[src/rtl/core/dtrmc_pkg.sv]
`timescale 1ns / 1ps
// ----------------------------------------------------------------------------
// dtrmc_pkg
// Types, codes and helpers shared by the dial-to-relative controller block.
// ----------------------------------------------------------------------------
package dtrmc_pkg;

    localparam int unsigned VAL_W    = 16;
    localparam int unsigned LIM_W    = 6;
    localparam int unsigned CC_W     = 7;
    localparam int unsigned CFG_IDX_W = 8;
    localparam int unsigned CFG_DAT_W = 7;
    localparam int unsigned CNT_W    = 6;   // chunk counter, at most 64 chunks per run

    localparam logic [7:0]      HDR_FIRST      = 8'h30;
    localparam logic [CC_W-1:0] BASE_RESET     = 7'd20;
    localparam logic [LIM_W-1:0] LIMIT_RESET   = 6'd63;
    localparam logic [CNT_W-1:0] CNT_LAST      = 6'd63;

    // configuration register indexes
    localparam logic [CFG_IDX_W-1:0] CFG_BASE_CONTROLLER = 8'd0;
    localparam logic [CFG_IDX_W-1:0] CFG_STEP_LIMIT      = 8'd1;

    typedef enum logic [1:0] {
        PH_HEADER,
        PH_HIGH,
        PH_LOW
    } t_phase;

    typedef enum logic [2:0] {
        ST_IDLE,
        ST_DIFF,
        ST_SAT,
        ST_EMIT,
        ST_HOLD
    } t_state;

    // a zero limit behaves as one
    function automatic logic [LIM_W-1:0] f_eff_limit(input logic [LIM_W-1:0] lim);
        f_eff_limit = (lim == '0) ? LIM_W'(1) : lim;
    endfunction

endpackage

[src/rtl/core/dtrmc_chunk_unit.sv]
`timescale 1ns / 1ps
// ----------------------------------------------------------------------------
// dtrmc_chunk_unit
// Clamp/subtract unit: cuts one chunk of at most the step limit off the
// signed remainder. Used once per emitted message.
// ----------------------------------------------------------------------------
module dtrmc_chunk_unit (
    input  logic [dtrmc_pkg::VAL_W-1:0] i_rem,
    input  logic [dtrmc_pkg::LIM_W-1:0] i_lim,
    output logic [dtrmc_pkg::VAL_W-1:0] o_chunk,
    output logic [dtrmc_pkg::VAL_W-1:0] o_rem_next
);

    logic [dtrmc_pkg::VAL_W-1:0] lim_pos;
    logic [dtrmc_pkg::VAL_W-1:0] lim_neg;

    assign lim_pos = {{(dtrmc_pkg::VAL_W - dtrmc_pkg::LIM_W){1'b0}},
                      dtrmc_pkg::f_eff_limit(i_lim)};
    assign lim_neg = dtrmc_pkg::VAL_W'(0) - lim_pos;

    always_comb begin
        if (!i_rem[dtrmc_pkg::VAL_W-1]) begin
            o_chunk = (i_rem > lim_pos) ? lim_pos : i_rem;
        end else begin
            o_chunk = ($signed(i_rem) < $signed(lim_neg)) ? lim_neg : i_rem;
        end
    end

    assign o_rem_next = i_rem - o_chunk;

endmodule

[src/rtl/core/dial_to_relative_midi_cc.sv]
`timescale 1ns / 1ps
// ----------------------------------------------------------------------------
// dial_to_relative_midi_cc
// Parses dial position packets from a byte stream and emits relative
// controller messages for the change of each dial.
// ----------------------------------------------------------------------------
// Usage:
//   s_* : one received byte per beat. A header 0x30.. selects a dial, then the
//         high and low bytes of its new 16-bit position follow. Other bytes in
//         the header phase are dropped.
//   m_* : one controller message per beat; tdata = {cc_value, cc_number},
//         tuser = saturated, tlast marks the final chunk of a run.
//   cfg : register writes (0 base controller, 1 step limit), always ready.
// Sequence:
//   Header and high bytes are taken while idle. After a low byte the
//   difference and the saturation check are registered in turn, then each
//   chunk passes the shared clamp/subtract unit and the output register,
//   where it waits while the sink holds m_tready low. A run has at most 64
//   chunks. s_tready is low for the whole run.
// Reset: synchronous, active low; parser waits for a header, all stored dial
//   positions read zero, registers return to 20 and 63.
// Stall: a pending message holds until taken; the run does not advance.
// ----------------------------------------------------------------------------
module dial_to_relative_midi_cc #(
    parameter int unsigned DIAL_COUNT = 8
) (
    input  logic        i_clk,
    input  logic        i_rst_n,
    // input stream: [7:0] rx_byte
    input  logic        s_tvalid,
    output logic        s_tready,
    input  logic [7:0]  s_tdata,
    // output stream: [6:0] cc_number, [13:7] cc_value, [15:14] zero
    output logic        m_tvalid,
    input  logic        m_tready,
    output logic [15:0] m_tdata,
    // [0] saturated
    output logic        m_tuser,
    output logic        m_tlast,
    // configuration write channel
    input  logic        i_cfg_valid,
    output logic        o_cfg_ready,
    input  logic [dtrmc_pkg::CFG_IDX_W-1:0] i_cfg_index,
    input  logic [dtrmc_pkg::CFG_DAT_W-1:0] i_cfg_data
);

    localparam int unsigned IDX_W = (DIAL_COUNT > 1) ? $clog2(DIAL_COUNT) : 1;
    localparam logic [7:0]  HDR_LAST = 8'(32'(dtrmc_pkg::HDR_FIRST) + DIAL_COUNT - 1);
    localparam int unsigned VW = dtrmc_pkg::VAL_W;
    localparam int unsigned CW = dtrmc_pkg::CC_W;

    dtrmc_pkg::t_state r_state, n_state;
    dtrmc_pkg::t_phase r_phase;

    logic [CW-1:0]                 r_base;
    logic [dtrmc_pkg::LIM_W-1:0]   r_limit;
    logic [IDX_W-1:0]              r_dial;
    logic [7:0]                    r_high;
    logic [VW-1:0]                 r_newval;
    logic [VW-1:0]                 r_vals [DIAL_COUNT];
    logic [VW-1:0]                 r_rem;
    logic                          r_sat;
    logic [dtrmc_pkg::CNT_W-1:0]   r_cnt;
    logic                          r_out_valid;
    logic [CW-1:0]                 r_out_num;
    logic [CW-1:0]                 r_out_val;
    logic                          r_out_sat;
    logic                          r_out_last;

    logic           in_beat;
    logic           out_beat;
    logic           is_header;
    logic [VW-1:0]  chunk;
    logic [VW-1:0]  rem_next;
    logic [VW-1:0]  mag;
    logic [VW-1:0]  sat_bound;
    logic [CW-1:0]  cc_num;

    assign in_beat   = s_tvalid && s_tready;
    assign out_beat  = r_out_valid && m_tready;
    assign is_header = (s_tdata >= dtrmc_pkg::HDR_FIRST) && (s_tdata <= HDR_LAST);
    assign mag       = r_rem[VW-1] ? (VW'(0) - r_rem) : r_rem;
    // more than 64 chunks needed exactly when |d| > 64 * limit
    assign sat_bound = {{(VW - dtrmc_pkg::LIM_W - 6){1'b0}},
                        dtrmc_pkg::f_eff_limit(r_limit), 6'b0};
    assign cc_num    = r_base + CW'(r_dial);

    dtrmc_chunk_unit u_chunk (
        .i_rem      (r_rem),
        .i_lim      (r_limit),
        .o_chunk    (chunk),
        .o_rem_next (rem_next)
    );

    // next state
    always_comb begin
        n_state = r_state;
        case (r_state)
            dtrmc_pkg::ST_IDLE: begin
                if (in_beat && r_phase == dtrmc_pkg::PH_LOW) n_state = dtrmc_pkg::ST_DIFF;
            end
            dtrmc_pkg::ST_DIFF: n_state = dtrmc_pkg::ST_SAT;
            dtrmc_pkg::ST_SAT: begin
                n_state = (r_rem == '0) ? dtrmc_pkg::ST_IDLE : dtrmc_pkg::ST_EMIT;
            end
            dtrmc_pkg::ST_EMIT: n_state = dtrmc_pkg::ST_HOLD;
            dtrmc_pkg::ST_HOLD: begin
                if (out_beat) n_state = r_out_last ? dtrmc_pkg::ST_IDLE : dtrmc_pkg::ST_EMIT;
            end
            default: n_state = dtrmc_pkg::ST_IDLE;
        endcase
    end

    // outputs
    always_comb begin
        s_tready = (r_state == dtrmc_pkg::ST_IDLE);
    end

    assign o_cfg_ready = 1'b1;
    assign m_tvalid    = r_out_valid;
    assign m_tdata     = {2'b00, r_out_val, r_out_num};
    assign m_tuser     = r_out_sat;
    assign m_tlast     = r_out_last;

    // control state
    always_ff @(posedge i_clk) begin
        if (!i_rst_n) begin
            r_state     <= dtrmc_pkg::ST_IDLE;
            r_phase     <= dtrmc_pkg::PH_HEADER;
            r_dial      <= '0;
            r_high      <= '0;
            r_rem       <= '0;
            r_out_valid <= 1'b0;
            r_base      <= dtrmc_pkg::BASE_RESET;
            r_limit     <= dtrmc_pkg::LIMIT_RESET;
            for (int i = 0; i < DIAL_COUNT; i++) r_vals[i] <= '0;
        end else begin
            r_state <= n_state;

            if (i_cfg_valid && o_cfg_ready) begin
                case (i_cfg_index)
                    dtrmc_pkg::CFG_BASE_CONTROLLER: r_base  <= i_cfg_data;
                    dtrmc_pkg::CFG_STEP_LIMIT:      r_limit <= i_cfg_data[dtrmc_pkg::LIM_W-1:0];
                    default: ;
                endcase
            end

            if (in_beat) begin
                case (r_phase)
                    dtrmc_pkg::PH_HIGH: begin
                        r_high  <= s_tdata;
                        r_phase <= dtrmc_pkg::PH_LOW;
                    end
                    dtrmc_pkg::PH_LOW: r_phase <= dtrmc_pkg::PH_HEADER;
                    default: begin
                        if (is_header) begin
                            r_dial  <= IDX_W'(s_tdata - dtrmc_pkg::HDR_FIRST);
                            r_phase <= dtrmc_pkg::PH_HIGH;
                        end else begin
                            r_phase <= dtrmc_pkg::PH_HEADER;
                        end
                    end
                endcase
            end

            case (r_state)
                dtrmc_pkg::ST_DIFF: begin
                    r_rem          <= r_newval - r_vals[r_dial];
                    r_vals[r_dial] <= r_newval;
                end
                dtrmc_pkg::ST_EMIT: begin
                    r_rem       <= rem_next;
                    r_out_valid <= 1'b1;
                end
                dtrmc_pkg::ST_HOLD: begin
                    if (out_beat) r_out_valid <= 1'b0;
                end
                default: ;
            endcase
        end
    end

    // payload
    always_ff @(posedge i_clk) begin
        if (in_beat && r_phase == dtrmc_pkg::PH_LOW) r_newval <= {r_high, s_tdata};
        case (r_state)
            dtrmc_pkg::ST_SAT: begin
                r_sat <= (mag > sat_bound);
                r_cnt <= '0;
            end
            dtrmc_pkg::ST_EMIT: begin
                r_out_num  <= cc_num;
                r_out_val  <= chunk[CW-1:0];
                r_out_sat  <= r_sat;
                r_out_last <= (rem_next == '0) || (r_cnt == dtrmc_pkg::CNT_LAST);
                r_cnt      <= r_cnt + 1'b1;
            end
            default: ;
        endcase
    end

endmodule

[config.mk]
export PLATFORM = sky130hd
export DESIGN_NAME = dial_to_relative_midi_cc
export DESIGN_NICKNAME = d
export VERILOG_FILES = /design/src/rtl/core/dtrmc_pkg.sv /design/src/rtl/core/dtrmc_chunk_unit.sv /design/src/rtl/core/dial_to_relative_midi_cc.sv
export SDC_FILE = /design/constraint.sdc
export NUM_CORES = 1
export LEC_CHECK = 0
export ABC_CLOCK_PERIOD_IN_PS = 7100
export BUFFER_PORTS_ARGS = -buffer_cell sky130_fd_sc_hd__buf_2
export CAP_MARGIN = 20
export CORE_UTILIZATION = 45
export CTS_CLUSTER_DIAMETER = 80
export CTS_CLUSTER_SIZE = 24
export DETAILED_ROUTE_END_ITERATION = 7
export PLACE_DENSITY = 0.6
export SYNTH_ARGS = -nofsm -noshare
export SYNTH_HDL_FRONTEND = slang
export SYNTH_SLANG_ARGS = --single-unit
[constraint.sdc]
create_clock -name i_clk -period 7.1 [get_ports i_clk]
set_input_delay 1.42 -clock i_clk [delete_from_list [all_inputs] [get_ports i_clk]]
set_output_delay 1.42 -clock i_clk [all_outputs]
set_load 0.02 [all_outputs]
# --- After elaboration in Yosys (flattened, before gate mapping) ---
# Memory sizes are Yosys's and may differ from the RTL's. A register that Yosys moved wholly into a read port is not among the register bits.
# Cells that the tools add are included.
# W data, S select, Z words.
classes:
  addsub: 7
  order_cmp: 5
  eq_ne: 10
  mux: 25
  bitwise: 1
  reduce_logical: 21
ops:
  columns: ["op", "count"]
  rows:
  - ["$mux W16", 4]
  - ["$logic_not A16 Y1", 2]
  - ["$pmux W16 S2", 1]
  - ["$sub A16 B16 Y16", 2]
  - ["$gt A16 B12 Y1", 1]
  - ["$gt A16 B6 Y1", 1]
  - ["$lt A16 B16 Y1", 1]
  - ["$reduce_or A16 Y1", 1]
  - ["$sub A1 B16 Y16 const A", 1]
  - ["$mux W15", 1]
  - ["$mux W3", 5]
  - ["$pmux W3 S5", 1]
  - ["$pmux W6 S2", 1]
  - ["$reduce_and A2 Y1", 5]
  - ["$eq A8 B1 Y1 const B", 1]
  - ["$ge A8 B6 Y1 const B", 1]
  - ["$le A8 B6 Y1 const B", 1]
  - ["$logic_not A8 Y1", 1]
  - ["$add A7 B3 Y7", 1]
  - ["$mux W1", 7]
  - ["$sub A1 B6 Y7 const A", 1]
  - ["$add A6 B1 Y6 const B", 1]
  - ["$eq A3 B2 Y1 const B", 2]
  - ["$eq A6 B6 Y1 const B", 1]
  - ["other kinds (19)", 25]
totals:
  reg_bits: 85
  ramBits: 128
  input_bits: 28
  out_inout_bits: 21
  wordCells: 85
  mem_count: 1
mem_list:
  columns: ["name", "words", "word_bits", "read_ports", "rd_clocked_by_memory_dff", "wr", "line", "text"]
  rows:
  - ["r_vals", 8, 16, 1, 1, 8, "dial_to_relative_midi_cc.sv:60", "logic [VW-1:0] r_vals [DIAL_COUNT];"]

# --- Logic depth before layout (Yosys ltp) ---
# Gate-level depths: netlist of the first run.
logic_depth:
  ltp_word: 9
  ltp_mapped: 28
  ltp_nobuf: 27

# --- Hierarchy ---
# Synthesis of the first run repeated with hierarchy kept, for this count alone.
unflattened:
  cells_unflattened: 1007
  area_unflattened_um2: 12014.0
modules_own_cells:
  columns: ["mod", "instances", "cells_per_inst", "area_per_inst_um2", "seq_area_each_um2"]
  rows:
  - ["dial_to_relative_midi_cc", 1, 782, 10257.3, 5995.8]
  - ["dtrmc_chunk_unit", 1, 225, 1756.7, 0.0]

# --- Worst setup path after synthesis of the first run ---
# No wires, ideal clock.
synth_timing:
  path_type: "reg-to-reg"
  startpoint: "register r_limit[2] (netlist bit)"
  endpoint: "register r_out_last (netlist: m_tlast), data pin"
  setup_time_ns: 0.145
  t_arrival_ns: 5.294
  required_ns: 6.955
  slack_ns: 1.661
  path_stages_with_launch: 29
  path_buffers: 1
  synth_period_minus_slack_ns: 5.439
  path_cell_list: "dfxtp_1 -> or3_1 -> nand2b_4 -> o21bai_2 -> inv_1 -> ha_1 -> nand2_1 -> nor2_1 -> ha_1 -> a21oi_1 -> o21ai_0 -> a221o_1 -> nor3_1 -> a22o_1 -> buf_4 -> inv_1 -> a21o_1 -> mux2i_1 -> ha_1 -> inv_1 -> fa_1 -> a21o_1 -> a221o_1 -> a21o_1 -> a21o_1 -> xor2_1 -> nor4_2 -> nand4_1 -> o21ai_1"
synth_via:
  elab_chain_cells: 9
  word_cells_on_any_way: 11
  classes_between: "add/sub (2); order compare (2); mux (4); reduce/logical (3)"
synth_lines:
  columns: ["element", "line", "text"]
  rows:
  - ["start: declaration", "dial_to_relative_midi_cc.sv:56", "logic [dtrmc_pkg::LIM_W-1:0] r_limit;"]
  - ["start signal: assignment", "dial_to_relative_midi_cc.sv:135", "r_limit <= dtrmc_pkg::LIMIT_RESET;"]
  - ["start signal: assignment", "dial_to_relative_midi_cc.sv:143", "dtrmc_pkg::CFG_STEP_LIMIT: r_limit <= i_cfg_data[dtrmc_pkg::LIM_W-1:0];"]
  - ["$logic_not A6 Y1", "dtrmc_pkg.sv:40", "f_eff_limit = (lim == '0) ? LIM_W'(1) : lim;"]
  - ["$mux W6 *", "dtrmc_pkg.sv:40", null]
  - ["$sub A1 B6 Y7", "dtrmc_chunk_unit.sv:19", "assign lim_neg = dtrmc_pkg::VAL_W'(0) - lim_pos;"]
  - ["$lt A16 B16 Y1", "dtrmc_chunk_unit.sv:25", "o_chunk = ($signed(i_rem) < $signed(lim_neg)) ? lim_neg : i_rem;"]
  - ["$mux W16", "dtrmc_chunk_unit.sv:25", null]
  - ["$mux W16 *", "dtrmc_chunk_unit.sv:22", "if (!i_rem[dtrmc_pkg::VAL_W-1]) begin"]
  - ["net chunk[0]", "dial_to_relative_midi_cc.sv:73", "logic [VW-1:0] chunk;"]
  - ["$sub A16 B16 Y16 *", "dtrmc_chunk_unit.sv:29", "assign o_rem_next = i_rem - o_chunk;"]
  - ["$logic_not A16 Y1 *", "dial_to_relative_midi_cc.sv:195", "r_out_last <= (rem_next == '0) || (r_cnt == dtrmc_pkg::CNT_LAST);"]
  - ["$logic_or A1 B1 Y1 *", "dial_to_relative_midi_cc.sv:195", null]
  - ["end signal: assignment", "dial_to_relative_midi_cc.sv:195", null]
  - ["end: declaration", "dial_to_relative_midi_cc.sv:68", "logic r_out_last;"]
# Mark *: on every way through the listed nets, which the timed path passes. The rest lies on a longest branch.
# A chain may end at the register's enable or synchronous reset.

# --- Worst setup path in the final report of the first run ---
layout_timing:
  startpoint: "register r_limit[4] (netlist bit)"
  endpoint: "register r_out_last (netlist: m_tlast), data pin"
# Same word-level chain as after synthesis.

==> results.cfg, run 1 <==
[setup_path]
cp.arrival_ns = 6.74
cp_max_fo = 12
reg2reg_depth = 27
end_kind = register
crit_path_start_kind = register
crit_type = register to register
required_ns = 7.45

[yosys]
ys.flop_type = edfxtp_1
synth_top_cell_area_share = 0.425
yosysMostFrequentCell = edfxtp_1
ys_top_cells_by_count = edfxtp_1 (167), and2_1 (119), ha_1 (64), nor2_1 (63), a21oi_1 (56)
yosysWarningCount = 0
synth-edff-count = 167
syn_area_um2 = 11800
ys_ff_latch = 216
synthArstFlopShare = 0
yosysSeqAreaShare = 0.508
syn_avg_cell_area_um2 = 11.6
synth_area_leaders = edfxtp_1 (43%), dfxtp_1 (8.3%), ha_1 (6.8%), and2_1 (6.3%), mux4_2 (6.1%)
synth_cells = 1015
synth_top_area_cell = edfxtp_1
yosysUniqueCellTypes = 67

[die]
core_region_area_um2 = 25500
die_height_um = 164
start_util = 0.463
die_w_um = 164
die_area_um2 = 26900
ioPinCount = 49
rows = 58

[final_layout]
nets = 1140
syn_to_final_growth_pct = 8.62
diodes = 0
utilization = 0.503
layout-drive-gt1-share = 0.130
n_fill_cell = 2239

[drt]
wl_per_cell_um = 19.8
vias = 7797
drtAntennaViolNets = 0
first_iter_violations = 482
totalWireLength_mm = 27.3
firstDrtPassIters = 5
drc = 0
viasPerCell = 5.64

[placement]
hpwl_mm = 19.2
numPortBuffers = 45
gpl.final_weighted_congestion = 0.885

[clock_network]
cts-root-buf = clkbuf_16
cts_resized = 0
cts.clk_slew.worst_paths_ns = 0.10
postCtsHoldBufs = 0
clk_latency_ns = 0.49
cts.sinks = 216
cts.path.max_buffers = 3
cts_tree = done
htreeDepth = 1
post_cts_buffers = 0
cts_buffers = 14

[power_and_ir_drop]
fin_total_pwr_uw = 2420
powerDensity_nw_per_um2 = 189
irDropWorstVdd_mv = 0.201
p_leak_uw = 0.00502

[timing]
fin_crit_sh = 0.899
fin_crit_ns = 6.39
drv_slew = 0
worstMarginPinSlew_ns = 1.04
max-slew-margin-rel = 0.306
timing.setup.tns_ns = 0
finalHoldWorstSlack_ns = 0.441
setup_viol = 0
rsz0062_at_grt = no
fmax_mhz = 157
hold_viol = 0
finalClockSkew_ns = 0.0169

[global_routing]
grt_max_degree = 33
antenna_found_initial = 0
grt-ovfl-total = 0
grt_pass1_vias = 7694
grt_usage = 0.211
grt_pass1_wl_mm = 43.4

[run_status]
status = completed

[hold_path]
whs_path_depth = 0
hold_class = register to register

[run]
maxCapViolations = 0
cell type report:
cell class	count	area, um2	share of cell area
clock buffer	18	387	0.0302
inverter	41	154	0.0120
tap	330	413	0.0322
sequential	216	6000	0.468
multi-input combinational	709	5420	0.423
clock inverter	6	81.3	0.00635
timing repair buffer	63	360	0.0281
per-stage QoR:
step                      setup slack [ns]  std cells  instance area (um2)
after floorplan                       1.66       1016                11800
after global placement               0.954       1356                12300
after detailed placement             0.783       1356                12300
after CTS                            0.730       1380                12800
after global routing                 0.190       1383                12800
final                                0.714       1383                12800
final timing paths:
| path | from | endpoint | slack, ns |
|---|---|---|---|
| max | r_limit[4] | m_tlast | 0.71 |
| min | r_high[2] | r_newval[10] | 0.44 |
| max reg2reg | r_limit[4] | m_tlast | 0.71 |
| min reg2reg | r_high[2] | r_newval[10] | 0.44 |
flip-flops by register name, summed over array words and instances (netlist names), 2 cells and up, named ones only:
signal and count:
r_state 3, r_out_val 7, r_phase 2, r_out_num 7
r_dial 3, r_high 8, r_base 7, r_newval 16
r_vals 128, r_rem 16, r_limit 6, r_cnt 6
layout by cell type (no fill, tap or decap), types with 39 or more instances in the layout:
master / n
mux2i_1: 45
edfxtp_1: 167
and2_1: 119
buf_2: 45
a21oi_1: 56
inv_1: 39
dfxtp_1: 48
nand2_1: 45
nor2_1: 63
ha_1: 64
report_power, final:
group	leakage (uW)	switching [uW]	total (uW)	internal, uW
Clock	0.000227	447	886	438
Combinational	0.00273	86.2	147	60.6
Sequential	0.00207	7.43	1390	1380
Total	0.00502	541	2420	1880
layer usage:
metal | track usage | share of wire | up-vias
met4 | 0.0450 | 0.017 | 0
met3 | 0.0245 | 0.041 | 28
li1 | - | - | 3783
met2 | 0.351 | 0.48 | 167
met1 | 0.296 | 0.47 | 3819
met5 | 0 | 0 | -
worst max-delay path, cell delays in order (launching register included):
cell	delay, ns
dfxtp_1	0.44
or3_1	0.21
nand2b_4	0.15
o21bai_2	0.10
inv_1	0.11
ha_1	0.22
nand2_1	0.09
nor2_1	0.60
ha_1	0.38
a21oi_1	0.15
o21ai_0	0.10
a221o_1	0.39
nor3_1	0.14
a22o_1	0.33
inv_1	0.09
a21o_1	0.22
mux2i_1	0.20
ha_1	0.19
inv_1	0.05
fa_1	0.40
a21o_1	0.22
a221o_1	0.37
xor2_1	0.17
nor4_1	0.32
nand3_1	0.16
nor4_2	0.18
nand4_1	0.13
o21ai_1	0.12
logic make-up (layout without fill, tap and decap cells):
kind of cell,after synthesis,in the layout,synth area share
other cells,2,3,0.000637
compound gates,173,173,0.0937
simple gates,349,349,0.162
mux,79,79,0.101
xor+xnor,38,38,0.0289
buf+inv,91,128,0.0326
fa+ha+maj,67,67,0.0730
flops,216,216,0.508
(Power assumes the default switching activity.)
==> run 2: changes to the inputs <==
--- a/config.mk
+++ b/config.mk
@@ -5,6 +5,7 @@
 export SDC_FILE = /design/constraint.sdc
 export NUM_CORES = 1
 export LEC_CHECK = 0
+export ABC_AREA = 1
 export ABC_CLOCK_PERIOD_IN_PS = 7100
 export BUFFER_PORTS_ARGS = -buffer_cell sky130_fd_sc_hd__buf_2
 export CAP_MARGIN = 20
==> run 2 against run 1 <==
  * Combinational power rose by 18%
  * Register-to-register slack improved by 1.3 ns
  * Final area barely moved
  * Synthesized cell count rose by 30%
  * Cell count rose by 22%
  * Critical path depth rose by 2
  * Clock skew rose by 0.023 ns
  * Critical path type unchanged
  * First-iteration DRC count rose by 66%
  * Wire length rose by 13%
  * Count of clock-buffer cells in the layout rose by 1
  * Setup slack improved by 1.3 ns
==> results.cfg, run 2 <==
[yosys]
synth_top_cell_area_share = 0.423
synth-xor-area-share = 0.0236
synth_top_family_by_area = simple AND/OR/NAND/NOR gates
synth_top_area_cell = edfxtp_1
synth_mux_area_frac = 0.000845
syn_area_um2 = 11800
synthArstFlopShare = 0
yosysUniqueCellTypes = 52
yosysWarningCount = 0
synth_area_leaders = edfxtp_1 (42%), nor2_1 (8.5%), dfxtp_1 (8.3%), ha_1 (6.8%), o21ai_0 (5.2%)
synth-edff-count = 167
yosysSeqAreaShare = 0.506
synth_cells = 1317
synth_compound_area_frac = 0.138
syn_avg_cell_area_um2 = 8.99
yosysMostFrequentCell = nor2_1
ys_top_cells_by_count = nor2_1 (268), edfxtp_1 (167), inv_1 (146), nand2_1 (141), o21ai_0 (124)
ys_ff_latch = 216
synthAdderAreaFrac = 0.0727
ys.flop_type = edfxtp_1
synthSimpleGateAreaFrac = 0.189

[final_layout]
design_area_um2 = 12800
diodes = 0
top_regs = r_vals x128, r_newval x16, r_rem x16
layout.cells.non_filler = 1684
largest_register_ffs = 128
top_register = r_vals
nets = 1435
layout-drive-gt1-share = 0.0964
final_common_cell = nor2_1
mostFrequentLayoutCells = nor2_1 (267), edfxtp_1 (167), inv_1 (146), nand2_1 (141), o21ai_0 (124)
n_fill_cell = 2464
multiInputGateArea_um2 = 5040
syn_to_final_growth_pct = 8.23
seq_area_um2 = 6000

[placement]
dp_cells = 1658
postPlaceCellArea_um2 = 12300
dp_slack_ns = 2.09
hpwl_mm = 20.6
gpl.final_weighted_congestion = 0.944
numPortBuffers = 45

[run_status]
status = completed

[timing]
hold_viol = 0
layout_setup_ws_ns = 2.03
fmax_mhz = 197
setup_viol = 0
timing.setup.tns_ns = 0
fin_crit_ns = 5.07
fin_crit_sh = 0.715
worstMarginPinSlew_ns = 1.06
max-slew-margin-rel = 0.291
finalClockSkew_ns = 0.0402
rsz0062_at_grt = no
drv_slew = 0

[global_routing]
grt_pass1_wl_mm = 48.3
antenna_found_initial = 0
grt_pass1_vias = 8576
grt_max_degree = 66
grt-ovfl-total = 0
grt_usage = 0.236

[clock_network]
cts.clk_slew.worst_paths_ns = 0.09
cts.sinks = 216
cts_tree = done
cts_buffers = 15
cts.path.max_buffers = 3
clk_latency_ns = 0.51
postCtsHoldBufs = 0
htreeDepth = 1
cts_resized = 0
post_cts_buffers = 0
cts-root-buf = clkbuf_16

[setup_path]
cp.arrival_ns = 5.42
reg2reg_depth = 29
cp_max_fo = 13
required_ns = 7.44
end_kind = register
crit_type = register to register
max_stage_delay_ns = 0.52
slowest_stage = nor3_4
crit_path_start_kind = register

[die]
ioPinCount = 49
die_w_um = 164
die_height_um = 164
rows = 59
start_util = 0.457
core_region_area_um2 = 25900
die_area_um2 = 27000

[drt]
viasPerCell = 5.42
totalWireLength_mm = 30.8
vias = 9124
firstDrtPassIters = 5
drtAntennaViolNets = 0
wl_per_cell_um = 18.3
drc = 0
first_iter_violations = 801

[run]
maxCapViolations = 0

[hold_path]
hold_class = register to register
whs_path_depth = 0

[power_and_ir_drop]
p_leak_uw = 0.00577
irDropWorstVdd_mv = 0.152
powerDensity_nw_per_um2 = 193
run 2: kinds of logic after synthesis:
logic type | count (synthesis)
and+or+nand+nor | 511
adders and majority gates | 67
muxes | 1
AOI/OAI and AO/OA | 286
xor gates and xnor gates | 31
buffers and inverters | 203
other | 2
DFF | 216
run 2: per-layer routing:
metal  routed length [um]  GRT usage  vias up
met3                 1910     0.0225       38
met4                  548     0.0572        0
met2                14000      0.370      278
li1                     -          -     4506
met5                    0          0        -
met1                14400      0.349     4302
run 2: where the power goes:
part           switching, uW  internal [uW]
clock network            479            428
registers               7.38           1380
logic                    118           55.0
total                    605           1860
run 2: stage by stage:
step	utilization	hold slack, ns	total power, uW
final	0.495	0.432	2470
after CTS	0.495	0.433	2480
after global placement	0.476	0.410	1590
after detailed placement	0.476	0.416	1590
after global routing	0.495	0.452	2550
after floorplan	-	0.400	1540
run 2: worst paths after layout:
path / slack [ns] / to / from
max: 2.03 / m_tlast / r_limit[5]
min: 0.43 / m_tuser / r_sat
max reg2reg: 2.03 / m_tlast / r_limit[5]
min reg2reg: 0.43 / m_tuser / r_sat
run 2: worst max-delay path: cells and delay by family, from the launching register on:
kind	cells	cell delay (ns)
compound gates	5	0.89
xor+xnor	1	0.17
fa+ha+maj	4	1.15
buf+inv	5	0.43
flops	1	0.45
simple gates	14	1.83
run 2: cell type report:
class	instances	area share
repair buffers	53	0.0223
clock inverters	7	0.00742
flip-flops and latches	216	0.468
multi-input cells	899	0.393
well taps	335	0.0327
inverters	155	0.0454
clock buffers	19	0.0312
==> run 3: changes to the inputs <==
--- a/config.mk
+++ b/config.mk
@@ -6,7 +6,7 @@
 export NUM_CORES = 1
 export LEC_CHECK = 0
 export ABC_AREA = 1
-export ABC_CLOCK_PERIOD_IN_PS = 7100
+export ABC_CLOCK_PERIOD_IN_PS = 5000
 export BUFFER_PORTS_ARGS = -buffer_cell sky130_fd_sc_hd__buf_2
 export CAP_MARGIN = 20
 export CORE_UTILIZATION = 45
==> constraint.sdc (replaced) <==
create_clock -name i_clk -period 5 [get_ports i_clk]
set_input_delay 1 -clock i_clk [delete_from_list [all_inputs] [get_ports i_clk]]
set_output_delay 1 -clock i_clk [all_outputs]
set_load 0.02 [all_outputs]
==> run 3 against run 2 <==
  * Die area unchanged
  * Critical path type unchanged
  * Global-route usage is 0.30 points lower
  * Utilization grew 0.35 points
  * Non-clock buffer count up 7
  * Sequential share of layout area decreased by 0.33 points
  * Count of clock-buffer cells in the layout did not move
  * Fmax grew 9.5%
  * Total power is 44% higher
  * Setup slack worse by 1.7 ns
  * Final area is 0.71% higher
  * Critical endpoint unchanged
  * Register-to-register slack lost 1.7 ns
==> results.cfg, run 3 (synthesis gave the netlist of run 2 again) <==
[run_status]
status = completed

[timing]
drv_slew = 0
fin_crit_sh = 0.927
fmax_mhz = 216
finalClockSkew_ns = 0.0236
worstMarginPinSlew_ns = 0.997
setup_viol = 0
timing.setup.tns_ns = 0
max-slew-margin-rel = 0.334
fin_crit_ns = 4.64
rsz0062_at_grt = no
hold_viol = 0
layout_setup_ws_ns = 0.364

[die]
die_height_um = 164
core_region_area_um2 = 25900
rows = 59
ioPinCount = 49
die_w_um = 164
start_util = 0.457
die_area_um2 = 27000

[hold_path]
hold_class = register to register

[final_layout]
layout.cells.non_filler = 1690
final_common_cell = nor2_1
diodes = 0
top_register = r_vals
top_regs = r_vals x128, r_newval x16, r_rem x16
layout-drive-gt1-share = 0.103
nets = 1442
design_area_um2 = 12900
largest_register_ffs = 128
mostFrequentLayoutCells = nor2_1 (265), edfxtp_1 (167), inv_1 (146), nand2_1 (140), o21ai_0 (123)
syn_to_final_growth_pct = 9.00

[placement]
postPlaceCellArea_um2 = 12400
hpwl_mm = 20.9
dp_slack_ns = 0.211
gpl.final_weighted_congestion = 0.875
numPortBuffers = 45
dp_cells = 1663

[setup_path]
cp.arrival_ns = 4.98
crit_type = register to register
required_ns = 5.35
cp_num_buf_inv = 5
end_kind = register
slowest_stage = fa_1
cp_max_fo = 10
crit_path_start_kind = register
max_stage_delay_ns = 0.40
crit_family = simple AND/OR/NAND/NOR gates

[clock_network]
cts_tree = done
cts.clk_slew.worst_paths_ns = 0.09
clk_latency_ns = 0.49
cts_buffers = 15
cts.sinks = 216
cts-root-buf = clkbuf_16
htreeDepth = 1
cts.path.max_buffers = 3
postCtsHoldBufs = 0

[drt]
drtAntennaViolNets = 0
first_iter_violations = 779
vias = 9162
drc = 0
wl_per_cell_um = 18.2
totalWireLength_mm = 30.7
viasPerCell = 5.42
firstDrtPassIters = 5

[global_routing]
grt_max_degree = 65
antenna_found_initial = 0
grt_pass1_vias = 8572
grt-ovfl-total = 0
grt_usage = 0.233
grt_pass1_wl_mm = 48.0

[power_and_ir_drop]
irDropWorstVdd_mv = 0.291
clock_power_share = 0.375
combPwrFrac = 0.070
seqPwrFrac = 0.555
p_sw_frac = 0.244
powerDensity_nw_per_um2 = 275
p_int_uw = 2690
switching_power_uw = 866
p_leak_uw = 0.00582

[run]
maxCapViolations = 0
==> run 3: path summary, 6_finish.rpt <==
check,from,end,slack (ns),cells past startpoint
min reg2reg,r_sat,m_tuser,0.43,0
min,r_sat,m_tuser,0.43,0
max,r_limit[3],m_tlast,0.36,34
max reg2reg,r_limit[3],m_tlast,0.36,34
==> run 3: area by class of cell <==
type | instances | area, um2
clock inverter | 6 | 105
sequential | 216 | 6000
fill | 2455 | 13000
tap | 335 | 419
clock buffer | 19 | 390
multi-input combinational | 899 | 5070
inverter | 155 | 582
timing repair buffer | 60 | 350
==> run 3: per-layer routing <==
metal  GRT usage  up-vias  wire length [um]
li1            -     4524                 -
met4      0.0492        0               410
met3      0.0235       25              1780
met1       0.347     4339             14700
met5           0        -                 0
met2       0.364      274             13800
==> run 3: repair_timing <==
item,4_1_cts,5_1_grt
setup endpoints to repair,0,8
resized for setup,0,7
setup buffers,0,2
==> run 3: power groups by stage <==
stage	clock network, uW	logic (uW)	registers (uW)
5_1_grt	1400	277	1980
6_report	1330	248	1970
2_1_floorplan	0	172	2010
4_1_cts	1350	245	1970
3_5_place_dp	0	243	2010
3_3_place_gp	0	243	2010
==> run 3: metrics by stage <==
stage / util / power, uW / hold slack (ns)
finish: 0.498 / 3550 / 0.426
global route: 0.498 / 3660 / 0.434
CTS: 0.496 / 3570 / 0.427
detailed placement: 0.477 / 2260 / 0.405
global placement: 0.477 / 2250 / 0.408
floorplan: - / 2180 / 0.400
